[config.mk]
export PLATFORM = sky130hd
export DESIGN_NAME = wtok_queue
export DESIGN_NICKNAME = d
export VERILOG_FILES = /design/src/rtl/wtok_queue.sv
export SDC_FILE = /design/constraint.sdc
export NUM_CORES = 1
export LEC_CHECK = 0
export BUFFER_PORTS_ARGS = -buffer_cell sky130_fd_sc_hd__buf_2
export CORE_ASPECT_RATIO = 0.9
export CORE_UTILIZATION = 53
export CTS_CLUSTER_DIAMETER = 50
export CTS_CLUSTER_SIZE = 25
export DETAILED_ROUTE_END_ITERATION = 8
export MAX_ROUTING_LAYER = met4
export PLACE_DENSITY = 0.86
export SYNTH_ARGS = -nofsm -noshare
export SYNTH_HDL_FRONTEND = slang
export SYNTH_SLANG_ARGS = --single-unit
[constraint.sdc]
create_clock -name clk -period 3.5 [get_ports clk]
set_clock_uncertainty 0.2 [all_clocks]
set_input_delay 0.175 -clock clk [delete_from_list [all_inputs] [get_ports clk]]
set_output_delay 0.175 -clock clk [all_outputs]
set_load 0.03 [all_outputs]
[src/rtl/wtok_queue.sv]
// Two-entry command queue between the front end and the lookup engine.
// Depends on nothing but its width parameter.
module wtok_queue #(
	parameter int WIDTH = 8
) (
	input  logic             clk,
	input  logic             arst_n,
	input  logic             push,
	input  logic [WIDTH-1:0] push_data,
	input  logic             pop,
	output logic [WIDTH-1:0] head,
	output logic             empty,
	output logic             full
);

	logic [WIDTH-1:0] slot_q [2];
	logic             wr_ptr_q, rd_ptr_q;
	logic [1:0]       cnt_q;

	assign empty = (cnt_q == 2'd0);
	assign full  = (cnt_q == 2'd2);
	assign head  = slot_q[rd_ptr_q];

	always_ff @(posedge clk or negedge arst_n) begin
		if (!arst_n) begin
			wr_ptr_q <= 1'b0;
			rd_ptr_q <= 1'b0;
			cnt_q    <= 2'd0;
		end else begin
			if (push) begin
				wr_ptr_q <= ~wr_ptr_q;
			end
			if (pop) begin
				rd_ptr_q <= ~rd_ptr_q;
			end
			cnt_q <= cnt_q + 2'(push) - 2'(pop);
		end
	end

	always_ff @(posedge clk) begin
		if (push) begin
			slot_q[wr_ptr_q] <= push_data;
		end
	end

endmodule

==> results.cfg <==
[finish]
layout_commonest_cell = buf_2
n_fill_cell = 85
layout-drive-gt1-share_pct = 42.7
final_core_util_pct = 79.9
multi_input_area_um2 = 209
seqCellArea_um2 = 581
antenna_cells = 0
postLayoutCellArea_um2 = 1060
layout.nets = 90
mostFrequentLayoutCells = 21 x buf_2, 16 x edfxtp_1, 11 x dlygate4sd3_1
stdcell_count = 89
syn_to_final_growth_pct = 30.6

[global_routing]
antenna_found_initial = 0
grt_usage_pct = 16.6
grt_pass1_wl_mm = 1.84
grt_pass1_vias = 415
grt.overflow.total = 0
grt_start_max_net_pins = 12

[power_and_ir_drop]
pwr-share-comb_pct = 40.1
switching_power_uw = 281
pwr_density_cell_nw_per_um2 = 754
swShare_pct = 35.2
intPower_uw = 516
p_seq_share_pct = 46.7
power_frac_clock_pct = 13.2
leakage_uw = 0.000467
ir_drop_v = 0.000538

[clock_network]
cts-root-buf = clkbuf_4
cts_tree = done
clock_latency_ns = 0.28
clock_path_buffers = 2
clock_sinks = 20
cts_buffers = 3
cts-resized-gates = 0
htreeDepth = 1
clk_transition_reported_paths_ns = 0.10

[setup_path]
r2r-start = wr_ptr_q
critPathArrivalTime_ns = 1.44
start_kind = flip-flop
rr_endpoint = slot_q[0][3]
critPathKind = flip-flop to output port
end_kind = output port
path_max_fanout = 9
r2r_cells = 1
r2r_setup_slack_ns = 1.95
worstPathRequired_ns = 3.12

[timing]
final_max_slew_viol_count = 0
hold_viol_final = 0
tns_ns = 0
final-setup-viol-count = 0
fmax_mhz = 550
min_period_ns = 1.82
rsz0062_at_grt = no
period_share_pct = 52.0
tightest_slew_ns = 0.724
relSlewSlack_pct = 51.6

[floorplan]
initial_core_util_pct = 61.2
core-area_um2 = 1320
die_w_um = 43.2
chipHeight_um = 39.1
row_count = 12
die_area_um2 = 1690
boundaryPins = 22

[yosys]
synth_compound_area_share_pct = 0
synthSimpleGateAreaFrac_pct = 2.79
syn-num-nets = 54
seq_area_frac_synth_pct = 71.8
post_synth_fa_ha_maj_area_fraction_pct = 3.10
synth_cell_types = 11
avgSynthCellArea_um2 = 20.2
synthCells = 40
synthXorXnorAreaFrac_pct = 5.11
synthMuxAreaShare_pct = 14.9
synth_seq_cells = 20
netlist_area_um2 = 808
ys_warn_count = 0
synth_top_family_by_area = multiplexers

[placement]
hpwl_um = 786
gp_congestion = 0.641
portBuffers = 21
placed_cell_area_um2 = 920
dp_cells = 74

[routing]
ant_nets = 0
vias = 427
firstDrtPassIters = 4
wl_per_cell_um = 12.5
vias_per_cell = 4.80
drc_errors = 0
drt_iter0_markers = 17
drt-total-wl_mm = 1.11

[min_path]
hold_class = primary input to asynchronous set/reset pin

[run]
maxCapViolations = 0

[run_status]
outcome = finished clean
==> power groups by stage <==
stage               Combinational (µW)  Sequential (µW)  Clock (µW)
global route                       344              381         119
floorplan                          282              349           0
CTS                                324              374         106
detailed placement                 314              379           0
finish                             319              372         105
global placement                   308              375           0
==> Yosys cell counts <==
cell	count	area share, %
edfxtp_1	16	59
mux2_4	8	15
dfrtp_1	4	12
ha_1	2	3.1
inv_1	2	0.93
nor2b_1	2	1.5
xor2_1	2	2.2
and2_1	1	0.77
buf_6	1	1.4
nor2_1	1	0.46
xor3_1	1	2.9
==> what timing repair did <==
item / in CTS / in global routing
setup buffers: 0 / 0
endpoints found under the hold margin: 23 / 0
hold buffers: 11 / 0
==> state kept, by name, indices dropped and copies added, names as in the netlist <==
signal,cells
cnt_q,2
wr_ptr_q,1
rd_ptr_q,1
slot_q,16
==> worst max-delay path, stage by stage (launching register included) <==
cell and delay, ns:
dfrtp_1 0.65, mux2_4 0.34, buf_2 0.18
==> cells by family (layout without fill, tap and decap cells) <==
kind of cell / after synthesis / after routing
adders and majority gates: 2 / 2
DFF: 20 / 20
and+or+nand+nor: 4 / 4
muxes: 8 / 8
xor gates and xnor gates: 3 / 3
buffers and inverters: 3 / 38
==> cell type report <==
| class | instances | share of cell area, % |
|---|---|---|
| Timing Repair Buffer | 32 | 20.4 |
| Clock buffer | 3 | 2.13 |
| Inverter | 2 | 0.711 |
| Clock inverter | 1 | 0.355 |
| Multi-Input combinational cell | 17 | 19.8 |
| Tap cell | 14 | 1.66 |
| Sequential cell | 20 | 55.0 |
==> per-stage QoR <==
stage	total power, µW	worst slack [ns]	hold WS (ns)
2_1_floorplan	631	2.14	-0.321
3_3_place_gp	683	1.99	-0.215
3_5_place_dp	693	1.91	-0.213
6_report	796	1.68	0.00873
5_1_grt	844	1.59	0.0171
4_1_cts	804	1.66	0.00853
==> worst max-delay path by stage <==
stage          cells after the start  slack, ns      from           end
3_5_place_dp                       1       1.91  wr_ptr_q  slot_q[0][6]
3_3_place_gp                       1       1.99  wr_ptr_q  slot_q[0][2]
5_1_grt                            2       1.59  rd_ptr_q       head[0]
2_1_floorplan                      1       2.14  wr_ptr_q  slot_q[0][0]
6_report                           2       1.68  rd_ptr_q       head[0]
4_1_cts                            2       1.66  rd_ptr_q       head[0]
==> per-layer routing <==
metal,global-route usage (%),vias up,part of all wire (%)
met2,28.4,12,54
met5,-,-,0
li1,-,215,-
met1,19.2,200,41
met4,2.27,0,0
met3,7.01,0,4.2
Power figures use the tool's default switching activity.
