File: config.mk
export PLATFORM = sky130hd
export DESIGN_NAME = wtok_front
export DESIGN_NICKNAME = d
export VERILOG_FILES = /design/src/rtl/wtok_pkg.sv /design/src/rtl/wtok_front.sv
export SDC_FILE = /design/constraint.sdc
export NUM_CORES = 1
export LEC_CHECK = 0
export BUFFER_PORTS_ARGS = -buffer_cell sky130_fd_sc_hd__buf_2
export CELL_PAD_IN_SITES_DETAIL_PLACEMENT = 1
export CELL_PAD_IN_SITES_GLOBAL_PLACEMENT = 1
export CORE_ASPECT_RATIO = 0.7
export CORE_UTILIZATION = 46
export CTS_CLUSTER_DIAMETER = 30
export DETAILED_ROUTE_END_ITERATION = 12
export GPL_ROUTABILITY_DRIVEN = 0
export PLACE_DENSITY_LB_ADDON = 0.1
export SLEW_MARGIN = 40
export SYNTH_ARGS = -nofsm -noshare
export SYNTH_HDL_FRONTEND = slang
export SYNTH_SLANG_ARGS = --single-unit
File: constraint.sdc
create_clock -name clk -period 11.3 [get_ports clk]
set_clock_uncertainty 0.15 [all_clocks]
set_input_delay 2.26 -clock clk [delete_from_list [all_inputs] [get_ports clk]]
set_output_delay 2.26 -clock clk [all_outputs]
set_load 0.01 [all_outputs]
File: src/rtl/wtok_pkg.sv
// Shared types, character constants and classification functions for the
// word tokenizer. Depends on nothing; used by all modules but the queue.
package wtok_pkg;

	localparam int TOK_LEN_W = 7;

	localparam logic [7:0] CH_DOT    = 8'h2E;
	localparam logic [7:0] CH_COMMA  = 8'h2C;
	localparam logic [7:0] CH_QUEST  = 8'h3F;
	localparam logic [7:0] CH_BANG   = 8'h21;
	localparam logic [7:0] CH_APOS   = 8'h27;

	typedef enum logic [1:0] {
		ST_CLEAR,
		ST_IDLE,
		ST_SCAN,
		ST_EMIT
	} back_st_t;

	// Control part of one queued command; the token characters travel beside it.
	typedef struct packed {
		logic                 is_write;
		logic                 has_tok;
		logic                 tok_ovf;
		logic                 has_mark;
		logic [7:0]           ch;
		logic [TOK_LEN_W-1:0] tok_len;
		logic [5:0]           entry_index;
		logic [3:0]           char_pos;
		logic [4:0]           entry_len;
	} cmd_ctl_t;

	function automatic logic [7:0] lower_ascii(input logic [7:0] c);
		logic [7:0] r;
		r = c;
		if (c >= 8'h41 && c <= 8'h5A) begin
			r = c + 8'd32;
		end
		return r;
	endfunction

	function automatic logic is_token_char(input logic [7:0] c);
		return (c >= 8'h30 && c <= 8'h39) || (c >= 8'h41 && c <= 8'h5A) ||
		       (c >= 8'h61 && c <= 8'h7A) || (c == CH_APOS);
	endfunction

	function automatic logic is_mark(input logic [7:0] c);
		return (c == CH_DOT) || (c == CH_COMMA) || (c == CH_QUEST) || (c == CH_BANG);
	endfunction

endpackage

File: src/rtl/wtok_front.sv
// Front end: accepts words, lowercases and classifies them, builds the token
// in progress and pushes one command per word that has work. Uses wtok_pkg.
module wtok_front import wtok_pkg::*; #(
	parameter int MAX_TOKEN_LEN = 16
) (
	input  logic                            clk,
	input  logic                            arst_n,
	input  logic                            accept,
	input  logic                            req_type,
	input  logic [7:0]                      ch,
	input  logic                            end_of_text,
	input  logic [5:0]                      entry_index,
	input  logic [3:0]                      char_pos,
	input  logic [4:0]                      entry_len,
	output logic                            push,
	output cmd_ctl_t                        push_ctl,
	output logic [MAX_TOKEN_LEN-1:0][7:0]   push_chars
);

	localparam int LW = (MAX_TOKEN_LEN > 1) ? $clog2(MAX_TOKEN_LEN) : 1;
	localparam int TW = $clog2(MAX_TOKEN_LEN + 1);

	logic [MAX_TOKEN_LEN-1:0][7:0] buf_q, buf_nx;
	logic [TW-1:0]                 tok_len_q, len_nx;
	logic                          tok_ovf_q, ovf_nx;
	logic [7:0]                    lc;
	logic                          tc, mk, len_ok, grows, ends;

	always_comb begin
		lc     = lower_ascii(ch);
		tc     = is_token_char(ch);
		mk     = is_mark(ch);
		len_ok = 32'(tok_len_q) < MAX_TOKEN_LEN;
		grows  = tc && len_ok;
		len_nx = tok_len_q + TW'(grows);
		ovf_nx = tok_ovf_q | (tc & ~len_ok);
		ends   = (!tc || end_of_text) && (len_nx != '0);
		buf_nx = buf_q;
		if (grows) begin
			buf_nx[tok_len_q[LW-1:0]] = lc;
		end
	end

	always_comb begin
		push_ctl             = '0;
		push_chars           = buf_nx;
		push_ctl.entry_index = entry_index;
		push_ctl.char_pos    = char_pos;
		push_ctl.entry_len   = entry_len;
		if (req_type) begin
			push_ctl.is_write = 1'b1;
			push_ctl.ch       = lc;
			push              = accept;
		end else begin
			push_ctl.has_tok  = ends;
			push_ctl.tok_ovf  = ovf_nx;
			push_ctl.has_mark = mk;
			push_ctl.ch       = ch;
			push_ctl.tok_len  = TOK_LEN_W'(len_nx);
			push              = accept && (ends || mk);
		end
	end

	always_ff @(posedge clk or negedge arst_n) begin
		if (!arst_n) begin
			tok_len_q <= '0;
			tok_ovf_q <= 1'b0;
		end else if (accept && !req_type) begin
			if (ends) begin
				tok_len_q <= '0;
				tok_ovf_q <= 1'b0;
			end else begin
				tok_len_q <= len_nx;
				tok_ovf_q <= ovf_nx;
			end
		end
	end

	always_ff @(posedge clk) begin
		if (accept && !req_type) begin
			buf_q <= buf_nx;
		end
	end

endmodule

==> run metrics <==
status=completed; unrepaired setup endpoints after global routing=false; clock sink total=134; pwr dens=166 mW/mm²; worst endpoint required time=8890 ps; Floorplan Core Area=0.0142 mm²; R2R Path Start=tok_len_q[4]; Leak Pwr=3.20 nW; Critical Path Source Type=primary input; Ys Warns=0; largest net degree at the start of global routing=80; r2r setup slk=8000 ps; initial antenna violation count=0; Max Root-Sink Buffers=2; vias in the first global route=4,216; CP Class=primary input to primary output; I/O pin cnt=191; syn avg cell area=16.3 µm²; Slew headroom=43.8%; flops & latches, synth=134; Hold Crit Depth=2; via count=4,101; layout cells sized above 1=60.6%; Die W=148 µm; site row count=36; DR WL/cell=22.4 µm; Yosys top cell area share=56.1%; Design Power=0.00136 W; CTS Buf Count=17; Slew Viols, Final=0; Synth Instances=420; most frequent cells in the layout=158 x buf_2, 128 x edfxtp_1, 64 x mux2_4, 64 x mux2_2, 17 x clkbuf_16; Placed Area=0.00766 mm²; PostCTS Resize Cnt=0; Sum Neg Setup Slack=0 ps; 1st-pass router iterations=4; FMAX=0.119 GHz; Final Routed Wirelength=17.0 mm; final hold slack=360 ps; Setup Fix Bufs, Post-CTS=0; VDD IR max=0.105 mV; Port Buffer Count=158; CP Capture Type=primary output; most used flip-flop cell after synthesis=edfxtp_1; number of max-cap violations=0; grt total ovfl=0; Global Route Usage Sum=23.2%; full die area=0.0154 mm²; post-synth top area cell=edfxtp_1; Root Driver=clkbuf_16; final cycle utilization of the critical path=74.2%; clock-pin slew on the worst setup and hold paths=50 ps; Netlist cell types=52; ys async rst share=4.48%; Setup crit start=ch[1]; R2R depth=11; initial DRC count=226; Routed Antenna Nets=0; worst-margin pin slew=842 ps; CP max FO=24; htree depth=4; Critical Path AT=5980 ps; Synth Cell Area=0.00686 mm²; first-pass GRT wire length=26.3 mm; P&R area growth vs syn=20.1%; synth top area cells=edfxtp_1 56%, mux2_4 14%, mux2_2 11%, buf_4 2.5%, dfrtp_1 2.2%; hold_sp=tok_ovf_q; DIE HEIGHT=104 µm; clock latency at the later pin of the worst-skew pair=420 ps; sequential area share after synthesis=58.2%; Hold WC Path Type=flop to flop; Worst Hold End=tok_ovf_q; Final Cell Area=0.00823 mm²; DRC=0; estimated wirelength of the detail-placed design=11.2 mm; Period minus WS final=8390 ps; number of diodes=0; R2R Path End=tok_len_q[3]; final setup fails=0; commonest non-fill, non-tap cell in the layout=buf_2; NumNets Final=585; Final Hold Vio Count=0; Initial Utilization=48.2%; cts hold-fix bufs=0; DR vias/cell=5.42; CTS tree=yes; number of flops mapped to enable cells by yosys=128
## how the worst max path moves through the flow
stage	to	cells past startpoint
finish	push	14
global route	push	14
global placement	push_ctl[32]	14
floorplan	push_ctl[32]	13
detailed placement	push	14
CTS	push	14
## worst max-delay path, stage by stage
cell,delay [ps]
buf_2,260
nor4_2,450
a21oi_2,130
a2bb2oi_4,220
o21ai_4,500
inv_1,90
ha_1,230
ha_1,250
and3b_1,190
or3_1,350
and4_1,210
o31ai_2,490
o31a_1,210
buf_2,130
## per-layer routing
layer / GRT usage [%] / vias up / wire length (µm)
met1: 32.2 / 2094 / 7800
met3: 6.62 / 32 / 1090
li1: - / 1844 / -
met5: 0 / - / 0
met2: 34.4 / 131 / 7790
met4: 9.20 / 0 / 280
## sequential cells by signal, summed over array words and instances (netlist names)
register,cells
tok_ovf_q,1
tok_len_q,5
buf_q,128
## cell type report
cell class | count | area [µm²]
inverter | 7 | 28.8
clock buffer | 20 | 437
multi-input combinational | 233 | 2590
fill | 1375 | 6000
tap | 190 | 238
timing repair buffer | 160 | 817
clock inverter | 12 | 129
sequential | 134 | 3990
## stage by stage
stage	cells	worst slack (ps)	util, %
6_report	756	2910	57.8
5_1_grt	756	2670	57.8
4_1_cts	756	2690	57.8
3_5_place_dp	724	2710	53.8
3_3_place_gp	723	2570	53.6
2_1_floorplan	421	3440	-
## kinds of logic (layout without fill, tap and decap cells)
logic type | after synthesis | in the layout | synth area share (%)
multiplexers | 129 | 129 | 24.7
flip-flops | 134 | 134 | 58.2
adder cells (fa/ha/maj) | 4 | 4 | 0.730
AND/OR/NAND/NOR | 64 | 64 | 7.79
AO/OA/AOI/OAI | 29 | 29 | 3.28
buffers and inverters | 54 | 199 | 4.58
XOR/XNOR | 5 | 5 | 0.639
other | 1 | 2 | 0.0547
## cells in the mapped netlist, drive strengths merged (5+ instances only)
| cell | instances |
|---|---|
| nand2 | 11 |
| nand2b | 5 |
| edfxtp | 128 |
| nand3 | 6 |
| nor2 | 12 |
| buf | 31 |
| nor3 | 11 |
| clkbuf | 16 |
| inv | 6 |
| mux2 | 128 |
| dfrtp | 6 |
| nor4 | 7 |
| o21ai | 10 |
## report_power, final
| group | leakage, nW | switching (W) | total (W) | internal [W] |
|---|---|---|---|---|
| registers | 1.28 | 0.0000199 | 0.000596 | 0.000577 |
| clock network | 0.272 | 0.000214 | 0.000537 | 0.000324 |
| logic | 1.64 | 0.000138 | 0.000231 | 0.0000930 |
Power figures use the tool's default switching activity.
